[src/multilevel_feedback_scheduler_core_defines.svh]
// Assertion macros for the multilevel feedback scheduler.
// Used by the top level only; needs clock and reset in scope.
`ifndef MULTILEVEL_FEEDBACK_SCHEDULER_CORE_DEFINES_SVH
`define MULTILEVEL_FEEDBACK_SCHEDULER_CORE_DEFINES_SVH

// Same-cycle implication, disabled during reset
`define MLFS_ASSERT_NOW(label, ante, cons, msg) \
   label: assert property (@(posedge clock) disable iff (reset) (ante) |-> (cons)) \
      else $error(msg);

// Next-cycle implication, disabled during reset
`define MLFS_ASSERT_NEXT(label, ante, cons, msg) \
   label: assert property (@(posedge clock) disable iff (reset) (ante) |=> (cons)) \
      else $error(msg);

`endif

[src/mlfs_pkg.sv]
// Shared field widths and constants of the multilevel feedback scheduler.
// No dependencies; used by the channel interfaces and the core.
package mlfs_pkg;

   localparam int ID_BITS           = 4;
   localparam int LEVEL_BITS        = 3;
   localparam int CFG_BITS          = 4;
   localparam int SLICE_BITS        = 8;
   localparam int LEVEL_COUNT_RESET = 3;

endpackage

[src/mlfs_chan_if.sv]
// Valid/ready channel interfaces: tick request in, dispatch response out.
// Depends on mlfs_pkg for the field widths.
interface mlfs_req_if import mlfs_pkg::*; #(parameter int DURATION_BITS = 16) ();
   logic                     valid;
   logic                     ready;
   logic                     arrive_valid;
   logic [ID_BITS-1:0]       arrive_id;
   logic [DURATION_BITS-1:0] arrive_duration;

   modport source (output valid, output arrive_valid, output arrive_id,
                   output arrive_duration, input ready);
   modport sink   (input valid, input arrive_valid, input arrive_id,
                   input arrive_duration, output ready);
endinterface

interface mlfs_rsp_if import mlfs_pkg::*; ();
   logic                  valid;
   logic                  ready;
   logic                  running_valid;
   logic [ID_BITS-1:0]    running_id;
   logic [LEVEL_BITS-1:0] running_level;
   logic                  task_finished;
   logic                  arrival_dropped;

   modport source (output valid, output running_valid, output running_id,
                   output running_level, output task_finished,
                   output arrival_dropped, input ready);
   modport sink   (input valid, input running_valid, input running_id,
                   input running_level, input task_finished,
                   input arrival_dropped, output ready);
endinterface

[src/mlfs_ram.sv]
// Generic single-port-write, single-port-read RAM with registered read data.
// No dependencies.
module mlfs_ram #(
   parameter int WIDTH = 20,
   parameter int DEPTH = 128
) (
   input  logic                     clock,
   input  logic                     wr_en,
   input  logic [$clog2(DEPTH)-1:0] wr_addr,
   input  logic [WIDTH-1:0]         wr_data,
   input  logic                     rd_en,
   input  logic [$clog2(DEPTH)-1:0] rd_addr,
   output logic [WIDTH-1:0]         rd_data
);

   logic [WIDTH-1:0] mem_ff [DEPTH];
   logic [WIDTH-1:0] rd_data_ff;

   // write port and registered read port
   always_ff @(posedge clock) begin
      if (wr_en) begin
         mem_ff[wr_addr] <= wr_data;
      end
      if (rd_en) begin
         rd_data_ff <= mem_ff[rd_addr];
      end
   end

   assign rd_data = rd_data_ff;

endmodule

[src/multilevel_feedback_scheduler_core.sv]
// Multilevel feedback queue scheduler core: per-level FIFOs in one RAM.
// Depends on mlfs_pkg, mlfs_chan_if, mlfs_ram and the defines header.
//
//  channel  | dir | transfer moves
//  ---------+-----+-------------------------------------------------
//  req_ch   | in  | one tick: arrive_valid, arrive_id, arrive_duration
//  rsp_ch   | out | one result per tick: running task, finished, dropped
//  csr_*    | in  | level_count write, no read-back
//
// A tick steps through accept, level 0 enqueue, demotion check or empty scan,
// and result; loading a task adds a store read, and a demotion adds a scan.
// The queue store, used for one access per cycle, sets this order of steps.
// Reset (synchronous) empties all levels and leaves no task running.
// The result waits in an output register; the next tick is accepted while it
// waits, and a tick is held in its last step until the register frees.
`include "multilevel_feedback_scheduler_core_defines.svh"

module multilevel_feedback_scheduler_core import mlfs_pkg::*; #(
   parameter int MAX_LEVELS    = 8,
   parameter int QUEUE_DEPTH   = 16,
   parameter int DURATION_BITS = 16
) (
   input  logic                clock,
   input  logic                reset,
   mlfs_req_if.sink            req_ch,
   mlfs_rsp_if.source          rsp_ch,
   input  logic                csr_wr_en,
   input  logic [CFG_BITS-1:0] csr_wr_data
);

   localparam int LVL_W       = (MAX_LEVELS > 1) ? $clog2(MAX_LEVELS) : 1;
   localparam int PTR_W       = $clog2(QUEUE_DEPTH);
   localparam int FILL_W      = $clog2(QUEUE_DEPTH + 1);
   localparam int STORE_DEPTH = MAX_LEVELS * QUEUE_DEPTH;
   localparam int ADDR_W      = $clog2(STORE_DEPTH);
   localparam int ENTRY_W     = ID_BITS + DURATION_BITS;

   // sequencer codes
   localparam logic [2:0] S_IDLE   = 3'd0;
   localparam logic [2:0] S_PUSH0  = 3'd1;
   localparam logic [2:0] S_DEMOTE = 3'd2;
   localparam logic [2:0] S_DISP   = 3'd3;
   localparam logic [2:0] S_LOAD   = 3'd4;
   localparam logic [2:0] S_RUN    = 3'd5;

   logic [2:0]                state_ff, state_in;
   logic [CFG_BITS-1:0]       level_count_ff;
   logic [CFG_BITS-1:0]       nlev_ff;
   logic                      arr_valid_ff;
   logic [ID_BITS-1:0]        arr_id_ff;
   logic [DURATION_BITS-1:0]  arr_dur_ff;
   logic                      dropped_ff;

   logic [PTR_W-1:0]          head_ff [MAX_LEVELS];
   logic [PTR_W-1:0]          tail_ff [MAX_LEVELS];
   logic [FILL_W-1:0]         fill_ff [MAX_LEVELS];

   logic [ID_BITS-1:0]        cur_id_ff;
   logic [DURATION_BITS-1:0]  cur_rem_ff;
   logic [LEVEL_BITS-1:0]     cur_level_ff;
   logic [SLICE_BITS-1:0]     slice_ff;
   logic [LVL_W-1:0]          disp_lvl_ff;

   logic                      rsp_valid_ff;
   logic                      rsp_run_ff;
   logic [ID_BITS-1:0]        rsp_id_ff;
   logic [LEVEL_BITS-1:0]     rsp_level_ff;
   logic                      rsp_fin_ff;
   logic                      rsp_drop_ff;

   logic                      req_xfer;
   logic                      out_free;
   logic [CFG_BITS-1:0]       nlev_sat;
   logic                      demote_cond;
   logic                      found;
   logic [LVL_W-1:0]          found_lvl;
   logic [LVL_W-1:0]          op_lvl;
   logic                      op_push;
   logic                      op_pop;
   logic                      op_full;
   logic [PTR_W-1:0]          op_ptr;
   logic [ADDR_W-1:0]         store_addr;
   logic [ENTRY_W-1:0]        store_wr_data;
   logic [ENTRY_W-1:0]        store_rd_data;
   logic [DURATION_BITS-1:0]  rem_dec;

   // channel handshakes
   assign req_ch.ready = (state_ff == S_IDLE);
   assign req_xfer     = req_ch.valid && req_ch.ready;
   assign out_free     = !rsp_valid_ff || rsp_ch.ready;

   // level count clamped to 1..MAX_LEVELS
   always_comb begin
      nlev_sat = level_count_ff;
      if (level_count_ff == '0) begin
         nlev_sat = CFG_BITS'(1);
      end else if (level_count_ff > CFG_BITS'(MAX_LEVELS)) begin
         nlev_sat = CFG_BITS'(MAX_LEVELS);
      end
   end

   // slice used up below the last level in use
   assign demote_cond = (CFG_BITS'(cur_level_ff) + CFG_BITS'(1) < nlev_ff) &&
                        (slice_ff >= (SLICE_BITS'(1) << cur_level_ff));

   // first non-empty level in use
   always_comb begin
      found     = 1'b0;
      found_lvl = '0;
      for (int l = 0; l < MAX_LEVELS; l++) begin
         if (!found && (CFG_BITS'(l) < nlev_ff) && (fill_ff[l] != '0)) begin
            found     = 1'b1;
            found_lvl = LVL_W'(l);
         end
      end
   end

   // shared queue unit: one level, one push or pop per cycle
   always_comb begin
      op_lvl  = '0;
      op_push = 1'b0;
      op_pop  = 1'b0;
      unique case (state_ff)
         S_PUSH0: begin
            op_lvl  = '0;
            op_push = arr_valid_ff && !op_full;
         end
         S_DEMOTE: begin
            op_lvl  = LVL_W'(cur_level_ff + LEVEL_BITS'(1));
            op_push = demote_cond && !op_full;
         end
         S_DISP: begin
            op_lvl = found_lvl;
            op_pop = found;
         end
         default: begin
            op_lvl = '0;
         end
      endcase
   end

   assign op_full    = (fill_ff[op_lvl] == FILL_W'(QUEUE_DEPTH));
   assign op_ptr     = op_push ? tail_ff[op_lvl] : head_ff[op_lvl];
   assign store_addr = ADDR_W'(int'(op_lvl) * QUEUE_DEPTH + int'(op_ptr));
   assign store_wr_data = (state_ff == S_PUSH0) ? {arr_id_ff, arr_dur_ff}
                                                : {cur_id_ff, cur_rem_ff};
   assign rem_dec    = cur_rem_ff - DURATION_BITS'(1);

   mlfs_ram #(
      .WIDTH (ENTRY_W),
      .DEPTH (STORE_DEPTH)
   ) u_store (
      .clock   (clock),
      .wr_en   (op_push),
      .wr_addr (store_addr),
      .wr_data (store_wr_data),
      .rd_en   (op_pop),
      .rd_addr (store_addr),
      .rd_data (store_rd_data)
   );

   // queue pointers and fill counts
   always_ff @(posedge clock) begin
      if (reset) begin
         for (int l = 0; l < MAX_LEVELS; l++) begin
            head_ff[l] <= '0;
            tail_ff[l] <= '0;
            fill_ff[l] <= '0;
         end
      end else if (op_push) begin
         tail_ff[op_lvl] <= (tail_ff[op_lvl] == PTR_W'(QUEUE_DEPTH - 1)) ? '0
                            : tail_ff[op_lvl] + PTR_W'(1);
         fill_ff[op_lvl] <= fill_ff[op_lvl] + FILL_W'(1);
      end else if (op_pop) begin
         head_ff[op_lvl] <= (head_ff[op_lvl] == PTR_W'(QUEUE_DEPTH - 1)) ? '0
                            : head_ff[op_lvl] + PTR_W'(1);
         fill_ff[op_lvl] <= fill_ff[op_lvl] - FILL_W'(1);
      end
   end

   // config register
   always_ff @(posedge clock) begin
      if (reset) begin
         level_count_ff <= CFG_BITS'(LEVEL_COUNT_RESET);
      end else if (csr_wr_en) begin
         level_count_ff <= csr_wr_data;
      end
   end

   // sequencer next state
   always_comb begin
      state_in = state_ff;
      unique case (state_ff)
         S_IDLE:   if (req_xfer) state_in = S_PUSH0;
         S_PUSH0:  state_in = (cur_rem_ff == '0) ? S_DISP : S_DEMOTE;
         S_DEMOTE: state_in = op_push ? S_DISP : S_RUN;
         S_DISP:   state_in = found ? S_LOAD : S_RUN;
         S_LOAD:   state_in = S_RUN;
         S_RUN:    if (out_free) state_in = S_IDLE;
         default:  state_in = S_IDLE;
      endcase
   end

   always_ff @(posedge clock) begin
      if (reset) begin
         state_ff <= S_IDLE;
      end else begin
         state_ff <= state_in;
      end
   end

   // latched tick and running task
   always_ff @(posedge clock) begin
      if (reset) begin
         cur_id_ff    <= '0;
         cur_rem_ff   <= '0;
         cur_level_ff <= '0;
         slice_ff     <= '0;
      end else begin
         unique case (state_ff)
            S_IDLE: begin
               if (req_xfer) begin
                  arr_valid_ff <= req_ch.arrive_valid;
                  arr_id_ff    <= req_ch.arrive_id;
                  arr_dur_ff   <= (req_ch.arrive_duration == '0) ? DURATION_BITS'(1)
                                  : req_ch.arrive_duration;
                  nlev_ff      <= nlev_sat;
               end
            end
            S_PUSH0: begin
               dropped_ff <= arr_valid_ff && op_full;
            end
            S_DISP: begin
               disp_lvl_ff <= found_lvl;
               if (!found) begin
                  cur_rem_ff <= '0;
                  slice_ff   <= '0;
               end
            end
            S_LOAD: begin
               cur_id_ff    <= store_rd_data[ENTRY_W-1 -: ID_BITS];
               cur_rem_ff   <= store_rd_data[DURATION_BITS-1:0];
               cur_level_ff <= LEVEL_BITS'(disp_lvl_ff);
               slice_ff     <= '0;
            end
            S_RUN: begin
               if (out_free && (cur_rem_ff != '0)) begin
                  cur_rem_ff <= rem_dec;
                  if (slice_ff != '1) begin
                     slice_ff <= slice_ff + SLICE_BITS'(1);
                  end
               end
            end
            default: begin
               dropped_ff <= dropped_ff;
            end
         endcase
      end
   end

   // output register
   always_ff @(posedge clock) begin
      if (reset) begin
         rsp_valid_ff <= 1'b0;
      end else if ((state_ff == S_RUN) && out_free) begin
         rsp_valid_ff <= 1'b1;
      end else if (rsp_ch.ready) begin
         rsp_valid_ff <= 1'b0;
      end
   end

   always_ff @(posedge clock) begin
      if ((state_ff == S_RUN) && out_free) begin
         rsp_run_ff   <= (cur_rem_ff != '0);
         rsp_id_ff    <= (cur_rem_ff != '0) ? cur_id_ff : '0;
         rsp_level_ff <= (cur_rem_ff != '0) ? cur_level_ff : '0;
         rsp_fin_ff   <= (cur_rem_ff != '0) && (rem_dec == '0);
         rsp_drop_ff  <= dropped_ff;
      end
   end

   assign rsp_ch.valid           = rsp_valid_ff;
   assign rsp_ch.running_valid   = rsp_run_ff;
   assign rsp_ch.running_id      = rsp_id_ff;
   assign rsp_ch.running_level   = rsp_level_ff;
   assign rsp_ch.task_finished   = rsp_fin_ff;
   assign rsp_ch.arrival_dropped = rsp_drop_ff;

   // checks
   `MLFS_ASSERT_NEXT(a_accept_starts_tick, req_xfer, state_ff == S_PUSH0,
                     "accepted tick did not start the enqueue step")
   `MLFS_ASSERT_NEXT(a_load_nonzero, state_ff == S_LOAD, cur_rem_ff != '0,
                     "dispatched task has no remaining time")
   `MLFS_ASSERT_NOW(a_level0_bound, 1'b1, fill_ff[0] <= FILL_W'(QUEUE_DEPTH),
                    "level 0 fill count beyond queue depth")

endmodule

[src/flat_wrapper.sv]
// flat-port wrapper written by rule: the top's interface ports become plain ports
module multilevel_feedback_scheduler_core_flat import mlfs_pkg::*;
#(
   parameter int MAX_LEVELS    = 8,
   parameter int QUEUE_DEPTH   = 16,
   parameter int DURATION_BITS = 16
)
  (clock, reset, csr_wr_en, csr_wr_data, req_ch_valid, req_ch_arrive_valid, req_ch_arrive_id, req_ch_arrive_duration, req_ch_ready, rsp_ch_valid, rsp_ch_running_valid, rsp_ch_running_id, rsp_ch_running_level, rsp_ch_task_finished, rsp_ch_arrival_dropped, rsp_ch_ready);
  mlfs_req_if #(.DURATION_BITS(DURATION_BITS)) req_ch_i ();
  mlfs_rsp_if rsp_ch_i ();
  input  logic clock;
  input  logic reset;
  input  logic csr_wr_en;
  input  logic [CFG_BITS-1:0] csr_wr_data;
  input wire logic [$bits(req_ch_i.valid)-1:0] req_ch_valid;
  input wire logic [$bits(req_ch_i.arrive_valid)-1:0] req_ch_arrive_valid;
  input wire logic [$bits(req_ch_i.arrive_id)-1:0] req_ch_arrive_id;
  input wire logic [$bits(req_ch_i.arrive_duration)-1:0] req_ch_arrive_duration;
  output wire logic [$bits(req_ch_i.ready)-1:0] req_ch_ready;
  output wire logic [$bits(rsp_ch_i.valid)-1:0] rsp_ch_valid;
  output wire logic [$bits(rsp_ch_i.running_valid)-1:0] rsp_ch_running_valid;
  output wire logic [$bits(rsp_ch_i.running_id)-1:0] rsp_ch_running_id;
  output wire logic [$bits(rsp_ch_i.running_level)-1:0] rsp_ch_running_level;
  output wire logic [$bits(rsp_ch_i.task_finished)-1:0] rsp_ch_task_finished;
  output wire logic [$bits(rsp_ch_i.arrival_dropped)-1:0] rsp_ch_arrival_dropped;
  input wire logic [$bits(rsp_ch_i.ready)-1:0] rsp_ch_ready;
  assign req_ch_i.valid = req_ch_valid;
  assign req_ch_i.arrive_valid = req_ch_arrive_valid;
  assign req_ch_i.arrive_id = req_ch_arrive_id;
  assign req_ch_i.arrive_duration = req_ch_arrive_duration;
  assign req_ch_ready = req_ch_i.ready;
  assign rsp_ch_valid = rsp_ch_i.valid;
  assign rsp_ch_running_valid = rsp_ch_i.running_valid;
  assign rsp_ch_running_id = rsp_ch_i.running_id;
  assign rsp_ch_running_level = rsp_ch_i.running_level;
  assign rsp_ch_task_finished = rsp_ch_i.task_finished;
  assign rsp_ch_arrival_dropped = rsp_ch_i.arrival_dropped;
  assign rsp_ch_i.ready = rsp_ch_ready;
  multilevel_feedback_scheduler_core #(.MAX_LEVELS(MAX_LEVELS), .QUEUE_DEPTH(QUEUE_DEPTH), .DURATION_BITS(DURATION_BITS)) u_core (.clock(clock), .reset(reset), .req_ch(req_ch_i), .rsp_ch(rsp_ch_i), .csr_wr_en(csr_wr_en), .csr_wr_data(csr_wr_data));
endmodule
[config.mk]
export PLATFORM = sky130hd
export DESIGN_NAME = multilevel_feedback_scheduler_core_flat
export DESIGN_NICKNAME = d
export VERILOG_FILES = /design/src/mlfs_pkg.sv /design/src/mlfs_chan_if.sv /design/src/mlfs_ram.sv /design/src/multilevel_feedback_scheduler_core.sv /design/src/flat_wrapper.sv
export VERILOG_INCLUDE_DIRS = /design/src /design/src/src
export SDC_FILE = /design/constraint.sdc
export NUM_CORES = 2
export LEC_CHECK = 0
export BUFFER_PORTS_ARGS = -buffer_cell sky130_fd_sc_hd__buf_4
export CORE_MARGIN = 3
export CORE_UTILIZATION = 50
export CTS_CLUSTER_SIZE = 30
export DETAILED_ROUTE_END_ITERATION = 7
export GPL_TIMING_DRIVEN = 0
export PLACE_DENSITY = 0.65
export SETUP_SLACK_MARGIN = 0.5
export SLEW_MARGIN = 20
export SYNTH_ARGS = -nofsm -noshare
export SYNTH_HDL_FRONTEND = slang
export SYNTH_HIERARCHICAL = 1
export SYNTH_SLANG_ARGS = --single-unit
[constraint.sdc]
create_clock -name clock -period 10.2 [get_ports clock]
set_clock_uncertainty 0.15 [all_clocks]
set_input_delay 0.51 -clock clock [delete_from_list [all_inputs] [get_ports clock]]
set_output_delay 0.51 -clock clock [all_outputs]
set_load 0.02 [all_outputs]
==> results_dict.tcl <==
set metrics [dict create \
    power.density_cell_area_nw_per_um2 261 \
    gpl.final_weighted_congestion 0.930 \
    worst_ep_required_time_ns 10.66 \
    count_of_nets_left_with_antenna_violations_after_detail_routing 0 \
    timing.hold.worst_path_depth 2 \
    run_status "completed" \
    crit_path_start_kind "register" \
    grt_max_degree 97 \
    worst_hold_path_startpoint "req_ch_arrive_valid" \
    cp_cell_sequence "or4_1 -> or4_4 -> or4_4 -> a211oi_2 -> nor2_1 -> inv_2 -> buf_6 -> a21oi_1 -> o22ai_1 -> and2_1 -> a41o_1 -> buf_2 -> nand2_1 -> o21ai_1 -> clkbuf_4 -> clkbuf_4 -> buf_2 -> mux4_2 -> mux4_2 -> mux4_2 -> mux2_2" \
    utilization 0.578 \
    timing.hold.worst.class "in -> reg" \
    timing.critical_path.arrival_ns 9.90 \
    crit_fanout 20 \
    final_cell_count_no_fill 8285 \
    placement.cell_area_sq_um 115000 \
    start_util 0.503 \
    layout_common_cells "sky130_fd_sc_hd__edfxtp_1 (2723), sky130_fd_sc_hd__mux4_2 (840), sky130_fd_sc_hd__clkbuf_16 (299)" \
    period_share 0.925 \
    grt_setup_unrepaired "false" \
    max_cap_violations 0 \
    cts-buffers-inserted 295 \
    clkSinkCount 2762 \
    timing.rr.end "u_core/u_store/rd_data[2]" \
    grt_antenna_before_repair 14 \
    ff_to_ff_path_depth 21 \
    synth-edff-count 2723 \
    synth-warning-count 6 \
    initialDrtViolationCount 6312 \
    horiz_die_dim_um 471 \
    timing.final.hold_violations 0 \
    regToRegStartpoint "u_core/fill_ff[0][1]" \
    number_of_global_route_vias_before_repair 52200 \
    relSlewSlack 0.272 \
    timing.setup.tns_ns 0 \
    clock_latency_on_the_worst_skew_pair_ns 0.93 \
    seq_area_frac_synth 0.764 \
    clock_tree.buffer_depth 4 \
    worst_setup_path_end_kind "register" \
    critical_path.most_common_cell "sky130_fd_sc_hd__mux4_2" \
    timing_max_transition_violations_final 0 \
    ports_placed_on_the_boundary 42 \
    routed-via-count 52100 \
    grt_first_pass_wirelength_um 380000 \
    die_y_um 471 \
    min_delay_worst_endpoint "u_core/arr_valid_ff" \
    fp.dieArea_sq_um 222000 \
    number_of_cell_rows 170 \
    cts.clk_slew.worst_paths_ns 0.06 \
    drive_above_1_share 0.307 \
    critical_path.slowest_cell "sky130_fd_sc_hd__mux4_2" \
    global_route.overflow_total 0 \
    post-cts-setup-buffers 0 \
    final_period_minus_worst_setup_slack_ns 9.43 \
    combined_area_of_all_synthesized_cells_sq_um 108000 \
    number_of_synthesized_register_bits 2762 \
    h_tree_levels 5 \
    drt-vias-per-instance 6.29 \
    clock.fmax_mhz 106 \
    ir_drop_v 0.000139 \
    global_route.usage.total 0.239 \
    tritoncts_clock_tree "yes" \
    post_synth_inst_count 4785 \
    numPlacedInstances 7741 \
    core_region_area_sq_um 215000 \
    ys.flop_type "sky130_fd_sc_hd__edfxtp_1" \
    p_leak_nw 38.3 \
    remaining_drc_errors 0 \
    layout.filler_cells 15300 \
    design_area_sq_um 124000 \
    path_buf_inv 6 \
    critPathTopFamily "buffers and inverters" \
    place.port_buffers 41 \
    routed_wire_length_per_instance_um 31.7 \
    finish.net_count 5289 \
    postSynthNetCount 4840 \
    crit_path_max_incr_delay_ns 0.66 \
    synthesis.area_per_instance_sq_um 22.6 \
    yosys.cell_types.count 85 \
    dp_hpwl_um 170000 \
    area.growth.synth_to_final_pct 14.9 \
    tightestPinTransition_ns 1.09 \
    synthArstFlopShare 0 \
    cts-root-buf "sky130_fd_sc_hd__clkbuf_16" \
    final_common_cell "sky130_fd_sc_hd__edfxtp_1" \
    r2r_slack_ns 0.77 \
    path_class "reg -> reg" \
    finalSetupViolations 0 \
    postRouteWirelength_um 263000 \
    drt-pass1-iter-count 5 \
]
layer usage:
metal	part of all wire	GRT usage	up-vias
li1	-	-	21300
met1	0.41	0.356	27900
met2	0.46	0.355	2549
met3	0.098	0.0556	384
met4	0.033	0.0784	4
met5	0.000088	0	-
area by class of cell:
class | instances | area, sq um | area share
Antenna cell | 6 | 15.0 | 0.000121
Buffer | 269 | 1180 | 0.00953
Clock buffer | 345 | 7690 | 0.0620
Clock inverter | 159 | 1360 | 0.0110
Inverter | 34 | 128 | 0.00103
Multi-Input combinational cell | 1720 | 25600 | 0.206
Sequential cell | 2762 | 82500 | 0.665
Tap cell | 2838 | 3550 | 0.0286
Timing Repair Buffer | 152 | 2150 | 0.0173
synth_stat cells, drive strengths merged, types with 3 or more instances:
cell type / n / share of area
a2111oi: 4 / 0.00056
a211o: 6 / 0.00057
a211oi: 12 / 0.00093
a21boi: 4 / 0.00028
a21o: 7 / 0.00049
a21oi: 52 / 0.0024
a221oi: 6 / 0.00049
a22o: 5 / 0.00041
a22oi: 28 / 0.0019
a31oi: 5 / 0.00029
and2: 10 / 0.00058
and3: 6 / 0.00035
and4: 7 / 0.00057
buf: 88 / 0.0041
clkbuf: 181 / 0.0063
clkinv: 4 / 0.00014
dfxtp: 39 / 0.0072
edfxtp: 2723 / 0.76
ha: 25 / 0.0029
inv: 30 / 0.0010
mux2: 41 / 0.0043
mux2i: 13 / 0.0012
mux4: 840 / 0.18
nand2: 82 / 0.0028
nand2b: 21 / 0.0012
nand3: 29 / 0.0013
nand4: 7 / 0.00041
nor2: 263 / 0.0093
nor2b: 24 / 0.0014
nor3: 53 / 0.0026
nor3b: 5 / 0.00035
nor4: 26 / 0.0017
nor4b: 3 / 0.00024
o211ai: 4 / 0.00032
o21ai: 26 / 0.0012
o21bai: 17 / 0.0012
o22ai: 6 / 0.00035
o31ai: 4 / 0.00028
or2: 7 / 0.00041
or3: 7 / 0.00041
or4: 10 / 0.00076
xnor2: 6 / 0.00049
xor2: 14 / 0.0011
worst register-to-register path, stage by stage (launching register included):
cell and delay, ns:
sky130_fd_sc_hd__edfxtp_1 0.46, sky130_fd_sc_hd__or4_1 0.57, sky130_fd_sc_hd__or4_4 0.53, sky130_fd_sc_hd__or4_4 0.57
sky130_fd_sc_hd__a211oi_2 0.44, sky130_fd_sc_hd__nor2_1 0.21, sky130_fd_sc_hd__inv_2 0.21, sky130_fd_sc_hd__buf_6 0.35
sky130_fd_sc_hd__a21oi_1 0.11, sky130_fd_sc_hd__o22ai_1 0.20, sky130_fd_sc_hd__and2_1 0.32, sky130_fd_sc_hd__a41o_1 0.45
sky130_fd_sc_hd__buf_2 0.32, sky130_fd_sc_hd__nand2_1 0.09, sky130_fd_sc_hd__o21ai_1 0.42, sky130_fd_sc_hd__clkbuf_4 0.50
sky130_fd_sc_hd__clkbuf_4 0.50, sky130_fd_sc_hd__buf_2 0.49, sky130_fd_sc_hd__mux4_2 0.59, sky130_fd_sc_hd__mux4_2 0.63
sky130_fd_sc_hd__mux4_2 0.66, sky130_fd_sc_hd__mux2_2 0.37
how the worst max path moves through the flow:
stage                                     from                       endpoint  slack, ns  cells past startpoint
after floorplan             u_core/state_ff[1]    u_core/u_store/mem_ff[0][0]       2.89                      4
after global placement      u_core/state_ff[1]  u_core/u_store/mem_ff[110][2]      -4.38                      4
after detailed placement  u_core/fill_ff[0][1]      u_core/u_store/rd_data[6]      -0.05                     20
after CTS                 u_core/fill_ff[0][1]      u_core/u_store/rd_data[2]       0.60                     21
after global routing      u_core/fill_ff[0][1]     u_core/u_store/rd_data[17]       0.50                     21
final                     u_core/fill_ff[0][1]      u_core/u_store/rd_data[2]       0.77                     21
metrics by stage:
| stage | hold WS (ns) | power, mW | setup slack [ns] |
|---|---|---|---|
| detailed placement | 0.266 | 22.4 | -0.0459 |
| finish | 0.215 | 32.4 | 0.767 |
| floorplan | 0.250 | 18.9 | 2.89 |
| CTS | 0.142 | 32.6 | 0.598 |
| global route | 0.169 | 33.4 | 0.503 |
| global placement | 0.259 | 22.1 | -4.38 |
cell families (layout without fill, tap and decap cells):
group,after synthesis,count (layout),synth area share
other,0,6,0
flip-flops,2762,2762,0.764
XOR/XNOR,20,20,0.00162
AND/OR/NAND/NOR,567,567,0.0251
adder cells (fa/ha/maj),25,25,0.00289
buffers and inverters,303,959,0.0115
multiplexers,894,894,0.181
AO/OA/AOI/OAI,214,214,0.0144
where the power goes:
group          internal [mW]  total, mW  switching [mW]  leakage [nW]
registers               13.3       13.4          0.0466          25.5
logic                   3.59       8.87            5.28          8.43
clock network           5.95       10.1            4.18          4.43
state kept, by name (all words and copies together) (netlist names), 3 cells and up:
register and flops:
u_core/u_store/rd_data 20, u_core/cur_rem_ff 16, u_core/head_ff 32, u_core/tail_ff 32, u_core/rsp_ch.running_id 4, u_core/cur_id_ff 4
u_core/slice_ff 8, u_core/fill_ff 40, u_core/cur_level_ff 3, u_core/disp_lvl_ff 3, u_core/u_store/mem_ff 2560, u_core/arr_dur_ff 16
u_core/state_ff 3, u_core/nlev_ff 4, u_core/rsp_ch.running_level 3, u_core/level_count_ff 4, u_core/arr_id_ff 4
repair_timing:
action / CTS / global route
resized for setup: 3 / 37
setup endpoints to repair: 20 / 20
pin swaps: 0 / 0
hold endpoints to repair: 37 / 0
hold buffers: 34 / 0
No activity file was read; power rests on OpenSTA's default activity.
